==> src/hw/rtl/kdslp_pkg.sv <==
package kdslp_pkg;

   // configuration space
   localparam int unsigned CSR_ADDR_W = 4;
   localparam int unsigned CSR_DATA_W = 32;

   // counter widths
   localparam int unsigned HOLD_W = 7;
   localparam int unsigned REL_W  = 3;

   // register reset values
   localparam logic [HOLD_W-1:0] SHORT_TICKS_RST   = 7'd8;
   localparam logic [HOLD_W-1:0] LONG_TICKS_RST    = 7'd100;
   localparam logic [REL_W-1:0]  RELEASE_TICKS_RST = 3'd5;

   // counter ceilings
   localparam logic [HOLD_W-1:0] HOLD_MAX = '1;
   localparam logic [REL_W-1:0]  REL_MAX  = '1;

   // register index, taken from paddr word bits
   typedef enum logic [1:0] {
      REG_SHORT_TICKS   = 2'd0,
      REG_LONG_TICKS    = 2'd1,
      REG_RELEASE_TICKS = 2'd2,
      REG_IDLE_VALUE    = 2'd3
   } reg_idx_type;

endpackage

==> src/hw/rtl/kdslp_req_if.sv <==
interface kdslp_req_if #(
   parameter int unsigned NUM_KEYS = 6
);
   logic                valid;
   logic                ready;
   logic [NUM_KEYS-1:0] raw_keys;

   modport source (output valid, output raw_keys, input ready);
   modport sink (input valid, input raw_keys, output ready);
endinterface

==> src/hw/rtl/kdslp_rsp_if.sv <==
interface kdslp_rsp_if #(
   parameter int unsigned NUM_KEYS = 6,
   parameter int unsigned KEY_W    = $clog2(NUM_KEYS + 1)
);
   logic                valid;
   logic                ready;
   logic [NUM_KEYS-1:0] held_pattern;
   logic                short_held;
   logic                long_held;
   logic                release_event;
   logic [KEY_W-1:0]    event_key;

   modport source (
      output valid, output held_pattern, output short_held, output long_held,
      output release_event, output event_key, input ready
   );
   modport sink (
      input valid, input held_pattern, input short_held, input long_held,
      input release_event, input event_key, output ready
   );
endinterface

==> src/hw/rtl/key_debounce_short_long_press.sv <==
// Key debouncer with short and long press detection. Each req beat is one scan
// tick of NUM_KEYS active-low pins; each tick gives exactly one rsp beat holding
// the latched pattern, the short and long flags after the tick, and a one-tick
// release event naming the key (NUM_KEYS when the latched pattern is not a single
// key or there is no event). Throughput is one tick per clock while the skid entry is
// empty: the whole tick update is one pass of compare and counter logic from the state
// registers into the output register, or into the skid register while the output waits.
// A two-entry output buffer lets a new tick be taken while one result waits on a
// stalled rsp side. Thresholds and the idle pattern are set over the APB port; the user
// must write them only while the block is idle, as the block itself does not enforce it.
module key_debounce_short_long_press
   import kdslp_pkg::*;
#(
   parameter int unsigned NUM_KEYS = 6
) (
   input  logic                  clock,
   input  logic                  reset,
   kdslp_req_if.sink             req_bus,
   kdslp_rsp_if.source           rsp_bus,
   input  logic                  psel,
   input  logic                  penable,
   input  logic                  pwrite,
   input  logic [CSR_ADDR_W-1:0] paddr,
   input  logic [CSR_DATA_W-1:0] pwdata,
   output logic [CSR_DATA_W-1:0] prdata,
   output logic                  pready
);

   localparam int unsigned KEY_W = $clog2(NUM_KEYS + 1);
   localparam int unsigned RES_W = NUM_KEYS + 3 + KEY_W;
   localparam logic [KEY_W-1:0] NO_KEY = KEY_W'(NUM_KEYS);

   // configuration registers
   logic [HOLD_W-1:0]   short_ticks_ff, short_ticks_in;
   logic [HOLD_W-1:0]   long_ticks_ff, long_ticks_in;
   logic [REL_W-1:0]    release_ticks_ff, release_ticks_in;
   logic [NUM_KEYS-1:0] idle_value_ff, idle_value_in;

   // scan state
   logic [NUM_KEYS-1:0] last_pattern_ff, last_pattern_in;
   logic [HOLD_W-1:0]   hold_count_ff, hold_count_in;
   logic [REL_W-1:0]    release_count_ff, release_count_in;
   logic                short_flag_ff, short_flag_in;
   logic                long_flag_ff, long_flag_in;
   logic [NUM_KEYS-1:0] latched_ff, latched_in;

   // output buffer
   logic             out_valid_ff, out_valid_in;
   logic [RES_W-1:0] out_data_ff, out_data_in;
   logic             skid_valid_ff, skid_valid_in;
   logic [RES_W-1:0] skid_data_ff, skid_data_in;

   logic             csr_wr;
   reg_idx_type      csr_idx;
   logic             req_take;
   logic [NUM_KEYS-1:0] pat;
   logic [HOLD_W-1:0]   hold_next;
   logic [REL_W-1:0]    rel_sat;
   logic                ev;
   logic [KEY_W-1:0]    key;
   logic [RES_W-1:0]    result;

   // apb access
   assign pready  = 1'b1;
   assign csr_wr  = psel && penable && pwrite;
   assign csr_idx = reg_idx_type'(paddr[3:2]);

   always_comb begin
      short_ticks_in   = short_ticks_ff;
      long_ticks_in    = long_ticks_ff;
      release_ticks_in = release_ticks_ff;
      idle_value_in    = idle_value_ff;
      if (csr_wr) begin
         unique case (csr_idx)
            REG_SHORT_TICKS:   short_ticks_in   = pwdata[HOLD_W-1:0];
            REG_LONG_TICKS:    long_ticks_in    = pwdata[HOLD_W-1:0];
            REG_RELEASE_TICKS: release_ticks_in = pwdata[REL_W-1:0];
            REG_IDLE_VALUE:    idle_value_in    = pwdata[NUM_KEYS-1:0];
         endcase
      end
   end

   // register readback
   always_comb begin
      prdata = '0;
      unique case (csr_idx)
         REG_SHORT_TICKS:   prdata[HOLD_W-1:0]   = short_ticks_ff;
         REG_LONG_TICKS:    prdata[HOLD_W-1:0]   = long_ticks_ff;
         REG_RELEASE_TICKS: prdata[REL_W-1:0]    = release_ticks_ff;
         REG_IDLE_VALUE:    prdata[NUM_KEYS-1:0] = idle_value_ff;
      endcase
   end

   // tick update
   assign req_bus.ready = !skid_valid_ff;
   assign req_take      = req_bus.valid && !skid_valid_ff;
   assign pat           = ~req_bus.raw_keys;
   assign rel_sat       = (release_count_ff == REL_MAX) ? REL_MAX : release_count_ff + 1'b1;

   always_comb begin
      hold_next = hold_count_ff;
      if (hold_count_ff >= short_ticks_ff && hold_count_ff >= long_ticks_ff) begin
         hold_next = long_ticks_ff;
      end
   end

   always_comb begin
      last_pattern_in  = last_pattern_ff;
      hold_count_in    = hold_count_ff;
      release_count_in = release_count_ff;
      short_flag_in    = short_flag_ff;
      long_flag_in     = long_flag_ff;
      latched_in       = latched_ff;
      ev               = 1'b0;
      key              = NO_KEY;
      if (req_take) begin
         last_pattern_in = pat;
         if (last_pattern_ff == pat) begin
            if (pat != idle_value_ff) begin
               release_count_in = '0;
               // hold_next is long_ticks once both thresholds are met
               hold_count_in = (hold_next == HOLD_MAX) ? HOLD_MAX : hold_next + 1'b1;
               if (hold_count_ff >= short_ticks_ff) begin
                  latched_in    = pat;
                  short_flag_in = 1'b1;
                  if (hold_count_ff >= long_ticks_ff) begin
                     short_flag_in = 1'b0;
                     long_flag_in  = 1'b1;
                  end
               end
            end else begin
               hold_count_in = '0;
               if (rel_sat >= release_ticks_ff) begin
                  release_count_in = '0;
                  short_flag_in    = 1'b0;
                  long_flag_in     = 1'b0;
               end else begin
                  release_count_in = rel_sat;
               end
            end
         end else begin
            hold_count_in    = '0;
            release_count_in = '0;
         end
         // end of a short press
         if (short_flag_in && hold_count_in == '0) begin
            ev            = 1'b1;
            short_flag_in = 1'b0;
            for (int i = 0; i < NUM_KEYS; i++) begin
               if (latched_in == (NUM_KEYS'(1) << i)) begin
                  key = KEY_W'(i);
               end
            end
         end
      end
   end

   assign result = {latched_in, short_flag_in, long_flag_in, ev, key};

   // output buffer: main stage plus skid
   always_comb begin
      out_valid_in  = out_valid_ff;
      out_data_in   = out_data_ff;
      skid_valid_in = skid_valid_ff;
      skid_data_in  = skid_data_ff;
      if (!out_valid_ff || rsp_bus.ready) begin
         if (skid_valid_ff) begin
            out_valid_in  = 1'b1;
            out_data_in   = skid_data_ff;
            skid_valid_in = 1'b0;
         end else begin
            out_valid_in = req_take;
            out_data_in  = result;
         end
      end else if (req_take) begin
         skid_valid_in = 1'b1;
         skid_data_in  = result;
      end
   end

   assign rsp_bus.valid = out_valid_ff;
   assign {rsp_bus.held_pattern, rsp_bus.short_held, rsp_bus.long_held,
           rsp_bus.release_event, rsp_bus.event_key} = out_data_ff;

   // control and state registers
   always_ff @(posedge clock) begin
      if (reset) begin
         short_ticks_ff   <= SHORT_TICKS_RST;
         long_ticks_ff    <= LONG_TICKS_RST;
         release_ticks_ff <= RELEASE_TICKS_RST;
         idle_value_ff    <= '0;
         last_pattern_ff  <= '0;
         hold_count_ff    <= '0;
         release_count_ff <= '0;
         short_flag_ff    <= 1'b0;
         long_flag_ff     <= 1'b0;
         latched_ff       <= '0;
         out_valid_ff     <= 1'b0;
         skid_valid_ff    <= 1'b0;
      end else begin
         short_ticks_ff   <= short_ticks_in;
         long_ticks_ff    <= long_ticks_in;
         release_ticks_ff <= release_ticks_in;
         idle_value_ff    <= idle_value_in;
         last_pattern_ff  <= last_pattern_in;
         hold_count_ff    <= hold_count_in;
         release_count_ff <= release_count_in;
         short_flag_ff    <= short_flag_in;
         long_flag_ff     <= long_flag_in;
         latched_ff       <= latched_in;
         out_valid_ff     <= out_valid_in;
         skid_valid_ff    <= skid_valid_in;
      end
   end

   // result payload
   always_ff @(posedge clock) begin
      out_data_ff  <= out_data_in;
      skid_data_ff <= skid_data_in;
   end

`ifndef SYNTH
   // skid holds a beat only behind a waiting main stage
   a_skid_behind_out: assert property (@(posedge clock) disable iff (reset)
      skid_valid_ff |-> out_valid_ff)
      else $error("skid valid with empty output stage");

   // no event means no key index
   a_key_without_event: assert property (@(posedge clock) disable iff (reset)
      (rsp_bus.valid && !rsp_bus.release_event) |-> (rsp_bus.event_key == NO_KEY))
      else $error("key index without release event");

   // a release event always clears the short flag
   a_event_clears_short: assert property (@(posedge clock) disable iff (reset)
      (rsp_bus.valid && rsp_bus.release_event) |-> !rsp_bus.short_held)
      else $error("short flag still set on release event");

   // a tick with the previous pattern changed restarts the hold count
   a_change_clears_hold: assert property (@(posedge clock) disable iff (reset)
      (req_take && (pat != last_pattern_ff)) |=> (hold_count_ff == '0))
      else $error("hold count not cleared on pattern change");
`endif

endmodule

==> src/flat_wrapper.sv <==
// flat-port wrapper written by rule: the top's interface ports become plain ports
module key_debounce_short_long_press_flat import kdslp_pkg::*;
#(
   parameter int unsigned NUM_KEYS = 6
)
  (clock, reset, psel, penable, pwrite, paddr, pwdata, prdata, pready, req_bus_valid, req_bus_raw_keys, req_bus_ready, rsp_bus_valid, rsp_bus_held_pattern, rsp_bus_short_held, rsp_bus_long_held, rsp_bus_release_event, rsp_bus_event_key, rsp_bus_ready);
  kdslp_req_if #(.NUM_KEYS(NUM_KEYS)) req_bus_i ();
  kdslp_rsp_if #(.NUM_KEYS(NUM_KEYS)) rsp_bus_i ();
  input  logic clock;
  input  logic reset;
  input  logic psel;
  input  logic penable;
  input  logic pwrite;
  input  logic [CSR_ADDR_W-1:0] paddr;
  input  logic [CSR_DATA_W-1:0] pwdata;
  output logic [CSR_DATA_W-1:0] prdata;
  output logic pready;
  input wire logic [$bits(req_bus_i.valid)-1:0] req_bus_valid;
  input wire logic [$bits(req_bus_i.raw_keys)-1:0] req_bus_raw_keys;
  output wire logic [$bits(req_bus_i.ready)-1:0] req_bus_ready;
  output wire logic [$bits(rsp_bus_i.valid)-1:0] rsp_bus_valid;
  output wire logic [$bits(rsp_bus_i.held_pattern)-1:0] rsp_bus_held_pattern;
  output wire logic [$bits(rsp_bus_i.short_held)-1:0] rsp_bus_short_held;
  output wire logic [$bits(rsp_bus_i.long_held)-1:0] rsp_bus_long_held;
  output wire logic [$bits(rsp_bus_i.release_event)-1:0] rsp_bus_release_event;
  output wire logic [$bits(rsp_bus_i.event_key)-1:0] rsp_bus_event_key;
  input wire logic [$bits(rsp_bus_i.ready)-1:0] rsp_bus_ready;
  assign req_bus_i.valid = req_bus_valid;
  assign req_bus_i.raw_keys = req_bus_raw_keys;
  assign req_bus_ready = req_bus_i.ready;
  assign rsp_bus_valid = rsp_bus_i.valid;
  assign rsp_bus_held_pattern = rsp_bus_i.held_pattern;
  assign rsp_bus_short_held = rsp_bus_i.short_held;
  assign rsp_bus_long_held = rsp_bus_i.long_held;
  assign rsp_bus_release_event = rsp_bus_i.release_event;
  assign rsp_bus_event_key = rsp_bus_i.event_key;
  assign rsp_bus_i.ready = rsp_bus_ready;
  key_debounce_short_long_press #(.NUM_KEYS(NUM_KEYS)) u_core (.clock(clock), .reset(reset), .req_bus(req_bus_i), .rsp_bus(rsp_bus_i), .psel(psel), .penable(penable), .pwrite(pwrite), .paddr(paddr), .pwdata(pwdata), .prdata(prdata), .pready(pready));
endmodule
==> config.mk <==
export PLATFORM = sky130hd
export DESIGN_NAME = key_debounce_short_long_press_flat
export DESIGN_NICKNAME = d
export VERILOG_FILES = /design/src/hw/rtl/kdslp_pkg.sv /design/src/hw/rtl/kdslp_req_if.sv /design/src/hw/rtl/kdslp_rsp_if.sv /design/src/hw/rtl/key_debounce_short_long_press.sv /design/src/flat_wrapper.sv
export SDC_FILE = /design/constraint.sdc
export NUM_CORES = 1
export LEC_CHECK = 0
export ABC_AREA = 1
export BUFFER_PORTS_ARGS = -buffer_cell sky130_fd_sc_hd__buf_2
export CORE_AREA = 2 2 135 137
export DETAILED_ROUTE_END_ITERATION = 8
export DIE_AREA = 0 0 137 139
export GPL_ROUTABILITY_DRIVEN = 0
export SYNTH_ARGS = -nofsm -noshare
export SYNTH_HDL_FRONTEND = slang
export SYNTH_SLANG_ARGS = --single-unit
==> constraint.sdc <==
create_clock -name clock -period 3.19 [get_ports clock]
set_clock_uncertainty 0.2 [all_clocks]
set_input_delay 0.638 -clock clock [delete_from_list [all_inputs] [get_ports clock]]
set_output_delay 0.638 -clock clock [all_outputs]
set_load 0.005 [all_outputs]
# Word level (Yosys, flattened, before mapping)
# Index checks and enable logic that the tools add are counted.
classes:
  add_sub_neg: 2
  n_lt_le_gt_ge: 3
  eq_ne: 13
  mux: 43
  bitwise: 2
  n_reduce_logical: 16
op_table:
  columns: ["cell", "n"]
  rows:
  - ["2-to-1 mux 3 bit", 12]
  - ["2-to-1 mux 7 bit", 5]
  - ["2-to-1 mux 6 bit", 5]
  - ["2-to-1 mux 1 bit", 17]
  - [">= comparator 7 bit", 2]
  - ["2-to-1 mux 12 bit", 1]
  - ["case mux 3 bit (4 select lines)", 1]
  - ["AND reduction 2 bit", 5]
  - ["case mux 3 bit (3 select lines)", 1]
  - ["adder 7 x 1 -> 7 bit, second input constant", 1]
  - ["== test 7 bit, second input constant", 1]
  - ["zero test 7 bit", 1]
  - ["== test 6 x 1 -> 1 bit, second input constant", 1]
  - ["== test 6 x 2 -> 1 bit, second input constant", 1]
  - ["== test 6 x 3 -> 1 bit, second input constant", 1]
  - ["== test 6 x 4 -> 1 bit, second input constant", 1]
  - ["== test 6 x 5 -> 1 bit, second input constant", 1]
  - ["== test 6 bit", 1]
  - ["== test 6 bit, second input constant", 1]
  - ["!= test 6 bit", 1]
  - ["inverter 6 bit", 1]
  - ["logical AND 1 bit", 5]
  - ["== test 2 bit, second input constant", 2]
  - ["adder 3 x 1 -> 3 bit, second input constant", 1]
  - ["other kinds (9)", 10]
totals:
  regBits: 73
  word_cells: 93

# Depth between registers and ports, before layout
depth:
  depth_word: 15
  mapped_depth: 26

# Worst setup path after synthesis
# OpenSTA, ideal clock, no wires.
synth_timing:
  kind: "register to register"
  startpoint: "reg u_core.long_ticks_ff[6]"
  endpoint: "reg u_core.out_data_ff[5], data pin"
  setup_ps: 253
  arrival_ps: 2520
  setup_slack_ps: 217
  path_stages_with_launch: 25
  n_path_buf: 1
  period_less_slack_ps: 2973
  path_cell_list: "dfxtp_1 -> inv_1 -> ha_1 -> nand2_1 -> inv_2 -> a21oi_2 -> nand3_2 -> nand2_4 -> buf_12 -> inv_2 -> nand2_1 -> nand2_2 -> ha_1 -> nand2_1 -> nor2_1 -> nand2_2 -> nand2_1 -> nand2_1 -> nand2_1 -> nor2_2 -> nand3_2 -> nand2_1 -> nand2_1 -> nand2_1 -> nand2_1"
synth_between:
  elab_chain_len: 13
  word_cells_on_any_way: 19
  classes_between: "add/sub (1); order compare (1); eq/ne (1); mux (13); reduce/logical (3)"
synth_rtl:
  columns: ["item", "line_no", "text"]
  rows:
  - ["start, declared", "key_debounce_short_long_press.sv:35", "logic [HOLD_W-1:0] long_ticks_ff, long_ticks_in;"]
  - ["start signal, assigned", "key_debounce_short_long_press.sv:202", "long_ticks_ff <= long_ticks_in;"]
  - [">= comparator 7 bit", "key_debounce_short_long_press.sv:102, key_debounce_short_long_press.sv:126", null]
  - ["logical AND 1 bit", "key_debounce_short_long_press.sv:102", "if (hold_count_ff >= short_ticks_ff && hold_count_ff >= long_ticks_ff) begin"]
  - ["2-to-1 mux 7 bit", "key_debounce_short_long_press.sv:102", null]
  - ["adder 7 x 1 -> 7 bit / == test 7 bit (equally long branches)", "key_debounce_short_long_press.sv:122", "hold_count_in = (hold_next == HOLD_MAX) ? HOLD_MAX : hold_next + 1'b1;"]
  - ["2-to-1 mux 7 bit", "key_debounce_short_long_press.sv:122", null]
  - ["2-to-1 mux 7 bit", "key_debounce_short_long_press.sv:119", "if (pat != idle_value_ff) begin"]
  - ["2-to-1 mux 7 bit", "key_debounce_short_long_press.sv:118", "if (last_pattern_ff == pat) begin"]
  - ["2-to-1 mux 7 bit", "key_debounce_short_long_press.sv:116", "if (req_take) begin"]
  - ["zero test 7 bit", "key_debounce_short_long_press.sv:146", "if (short_flag_in && hold_count_in == '0) begin"]
  - ["logical AND 1 bit", "key_debounce_short_long_press.sv:146", null]
  - ["2-to-1 mux 1 bit *", "key_debounce_short_long_press.sv:146", null]
  - ["2-to-1 mux 1 bit *", "key_debounce_short_long_press.sv:116", null]
  - ["named net u_core.short_flag_in", "key_debounce_short_long_press.sv:43", "logic short_flag_ff, short_flag_in;"]
  - ["2-to-1 mux 12 bit *", "key_debounce_short_long_press.sv:167", "if (skid_valid_ff) begin"]
  - ["end signal, assigned", "key_debounce_short_long_press.sv:218", "out_data_ff <= out_data_in;"]
  - ["end, declared", "key_debounce_short_long_press.sv:49", "logic [RES_W-1:0] out_data_ff, out_data_in;"]
# Mark *: on every way through the listed nets, which the timed path passes. The rest lies on a longest branch. The select of a mux whose other input is x is not followed.
# A chain may end at the register's enable or synchronous reset.

# Final worst setup path
layout_timing:
  startpoint: "reg u_core.long_ticks_ff[3]"
  endpoint: "reg u_core.out_data_ff[1], data pin"
layout_between:
  elab_chain_len: 13
  word_cells_on_any_way: 19
  classes_between: "add/sub (1); order compare (1); eq/ne (1); mux (13); reduce/logical (3)"
layout_rtl:
  columns: ["item", "line_no", "text"]
  rows:
  - [">= comparator 7 bit", "key_debounce_short_long_press.sv:102, key_debounce_short_long_press.sv:126", null]
  - ["logical AND 1 bit", "key_debounce_short_long_press.sv:102", null]
  - ["2-to-1 mux 7 bit", "key_debounce_short_long_press.sv:102", null]
  - ["adder 7 x 1 -> 7 bit / == test 7 bit (equally long branches)", "key_debounce_short_long_press.sv:122", null]
  - ["2-to-1 mux 7 bit", "key_debounce_short_long_press.sv:122", null]
  - ["2-to-1 mux 7 bit", "key_debounce_short_long_press.sv:119", null]
  - ["2-to-1 mux 7 bit", "key_debounce_short_long_press.sv:118", null]
  - ["2-to-1 mux 7 bit", "key_debounce_short_long_press.sv:116", null]
  - ["zero test 7 bit", "key_debounce_short_long_press.sv:146", null]
  - ["logical AND 1 bit *", "key_debounce_short_long_press.sv:146", null]
  - ["2-to-1 mux 3 bit *", "key_debounce_short_long_press.sv:146", null]
  - ["2-to-1 mux 3 bit *", "key_debounce_short_long_press.sv:116", null]
  - ["named net u_core.key[1]", "key_debounce_short_long_press.sv:60", "logic [KEY_W-1:0] key;"]
  - ["2-to-1 mux 12 bit *", "key_debounce_short_long_press.sv:167", null]
# Marked as above.

==> flow_summary.yaml <==
power:
  powerDensity_mw_per_mm2: 473.2
  ir_drop_v: 0.0002700
  p_leak_nw: 2.328
  finalPower_mw: 2.506
global_route:
  grt_max_degree: 36
  grt_pass1_vias: 3274
  grt_overflow: 0
  track_usage: 0.1060
  antenna_found_initial: 0
  grt_pass1_wl_um: 16190
synth:
  ys_ff_latch: 73
  synth_area_mm2: 0.004302
  avgSynthCellArea_um2: 7.627
  synth.distinct_cells: 43
  netlist_instances: 564
  synth_warnings: 0
  synth_top_area_cell: "dfxtp_1"
  async_flop_share: 0
  synth_edf_count: 24
  synth_top_area_frac: 0.2280
  synth-compound-area-share: 0.1608
  synth.area.mux_share: 0
  ys_seq_area_frac: 0.3956
  synthAdderAreaFrac: 0.05526
  synth-xor-area-share: 0.01018
  synth_top_family_by_area: "simple AND/OR/NAND/NOR gates"
  synth-main-ff-cell: "dfxtp_1"
  synthSimpleGateAreaFrac: 0.2487
  yosys-top-cells-area: "dfxtp_1 23%, edfxtp_1 17%, nand2_1 10%"
routing:
  wl_per_cell_um: 11.51
  wl_met2_um: 4145
  dr.pass1.iters: 4
  dr.max_layer_used: "met4"
  ant_nets: 0
  drtIter0Drc: 184
  drc_errors: 0
  vias_per_cell: 4.179
  met1_length_um: 5150
  wl_met3_um: 492
  vias: 3594
  drt-total-wl_um: 9897
setup_path:
  startpoint: "u_core.long_ticks_ff[3]$_SDFFE_PP0P_"
  reg2reg_slack_ps: 200
  end_kind: "register"
  cp.required_ps: 3090
  r2r.worst_path.cells: 20
  start_kind: "register"
  r2r-end: "u_core.out_data_ff[1]$_DFFE_PP_"
  critPathMaxFanout: 6
  r2r-start: "u_core.long_ticks_ff[3]$_SDFFE_PP0P_"
  critPathArrivalTime_ps: 2880
  path_class: "register to register"
worst_hold_path:
  whs_path_depth: 2
  holdPathEnd: "u_core.release_count_ff[1]$_SDFFE_PP0P_"
  min_path_type: "register to register"
  hold_path_startpoint: "u_core.release_count_ff[1]$_SDFFE_PP0P_"
job:
  max-cap-violations: 0
clock_tree:
  cts_inserted_buffers: 9
  h-tree-depth: 3
  root_buffer: "clkbuf_16"
  clkLatencyLatePin_ps: 340
  cts_buffer_depth: 2
  cts_tree: "yes"
  clkTransAtPathRegs_ps: 60
  clock-sinks: 73
layout:
  regArea_mm2: 0.001715
  layout-drive-gt1-share: 0.2520
  fin_area_mm2: 0.005295
  nNetsFinal: 694
  multi_input_area_mm2: 0.002286
  mostFrequentLayoutCell: "nand2_1"
  postLayoutCoreUtil: 0.2999
  mostFrequentLayoutCells: "114 x nand2_1, 65 x inv_1, 49 x o21ai_0"
  fillers: 1900
  fin_cells: 860
  insertedDiodeCount: 0
  area_growth_pct: 23.09
sta:
  fin_crit_ps: 2985
  holdWs_ps: 274.9
  fin_setup_tns_ps: 0
  hold_viol_final: 0
  fin_crit_sh: 0.9357
  fin_ws_ps: 205.0
  fmax_mhz: 335.0
  slew_viol_final: 0
  setup-violations-final: 0
placed_design:
  io_buffers: 42
  hpwl_um: 7278
  place_ws_ps: 49.33
  place_area_mm2: 0.004737
  dp.cells: 836
floorplanning:
  die_w_um: 137
  die_h_um: 139
  rows: 49
  core_area_mm2: 0.01766
  dieArea_mm2: 0.01904
  ios: 96
  initial_core_util: 0.2436
outcome:
  status: "complete, no violations"
-- registers in the layout (all words and copies together) (netlist names) --
name,flops
u_core.release_ticks_ff,3
u_core.idle_value_ff,6
u_core.short_flag_ff,1
u_core.hold_count_ff,7
u_core.out_data_ff,12
u_core.long_flag_ff,1
u_core.short_ticks_ff,7
u_core.rsp_bus.valid,1
u_core.latched_ff,6
u_core.long_ticks_ff,7
u_core.skid_data_ff,12
u_core.release_count_ff,3
u_core.last_pattern_ff,6
u_core.skid_valid_ff,1
-- worst max-delay path: stages, from the launching register on --
cell	delay, ps
dfxtp_2	340
inv_1	90
ha_4	280
nand2_1	40
nor2_1	120
nand3_1	130
nand3_4	140
nand2_8	80
buf_4	140
buf_4	130
nand2_4	50
nand2_4	60
nor2_4	120
inv_1	60
o21ai_1	120
nand3_1	80
nand2_1	120
and2_1	160
nand4_1	140
nand2_1	110
inv_1	40
-- worst max-delay path by stage --
stage                                                 end  cells after the start
final                     u_core.out_data_ff[1]$_DFFE_PP_                     20
after global routing      u_core.out_data_ff[2]$_DFFE_PP_                     20
after CTS                 u_core.out_data_ff[5]$_DFFE_PP_                     23
after detailed placement  u_core.out_data_ff[5]$_DFFE_PP_                     23
after global placement    u_core.out_data_ff[1]$_DFFE_PP_                     20
after floorplan           u_core.out_data_ff[5]$_DFFE_PP_                     24
-- metal layers --
layer	GRT usage	vias to the layer above
li1	-	1918
met3	0.02961	10
met1	0.1576	1592
met4	0.02550	0
met5	0	-
met2	0.1500	74
-- kinds of logic after synthesis --
family	after synthesis
and+or+nand+nor	232
adders and majority gates	19
xor gates and xnor gates	5
DFF	73
other	2
AOI/OAI and AO/OA	120
buffers and inverters	113
-- power breakdown --
part	leakage [nW]	switching [mW]	internal (mW)
sequential	0.645	0.0250	1.00
combinational	1.52	0.193	0.116
clock	0.159	0.402	0.767
-- cell usage after synthesis, types with 6 or more instances --
cell,number
o21ai_0,49
a21oi_1,40
nand2_2,13
ha_1,19
inv_1,68
nor2_2,6
edfxtp_1,24
nand2_1,119
dfxtp_1,49
buf_4,26
clkbuf_1,10
nor2_1,45
o21ai_1,6
nand3_1,21
o211ai_1,6
-- timing repair --
action	CTS	global route
setup buffers	0	7
endpoints found under the setup margin	0	10
hold buffers	0	0
gates resized for setup	0	35
-- area by class of cell --
class                           instances  share of cell area
Clock buffer                           10             0.04324
Clock inverter                          6             0.02150
Inverter                               74             0.05246
Multi-Input combinational cell        403              0.4317
Sequential cell                        73              0.3240
Tap cell                              229             0.05411
Timing Repair Buffer                   65             0.07302
Note: power is estimated with default switching activity, not from simulation.
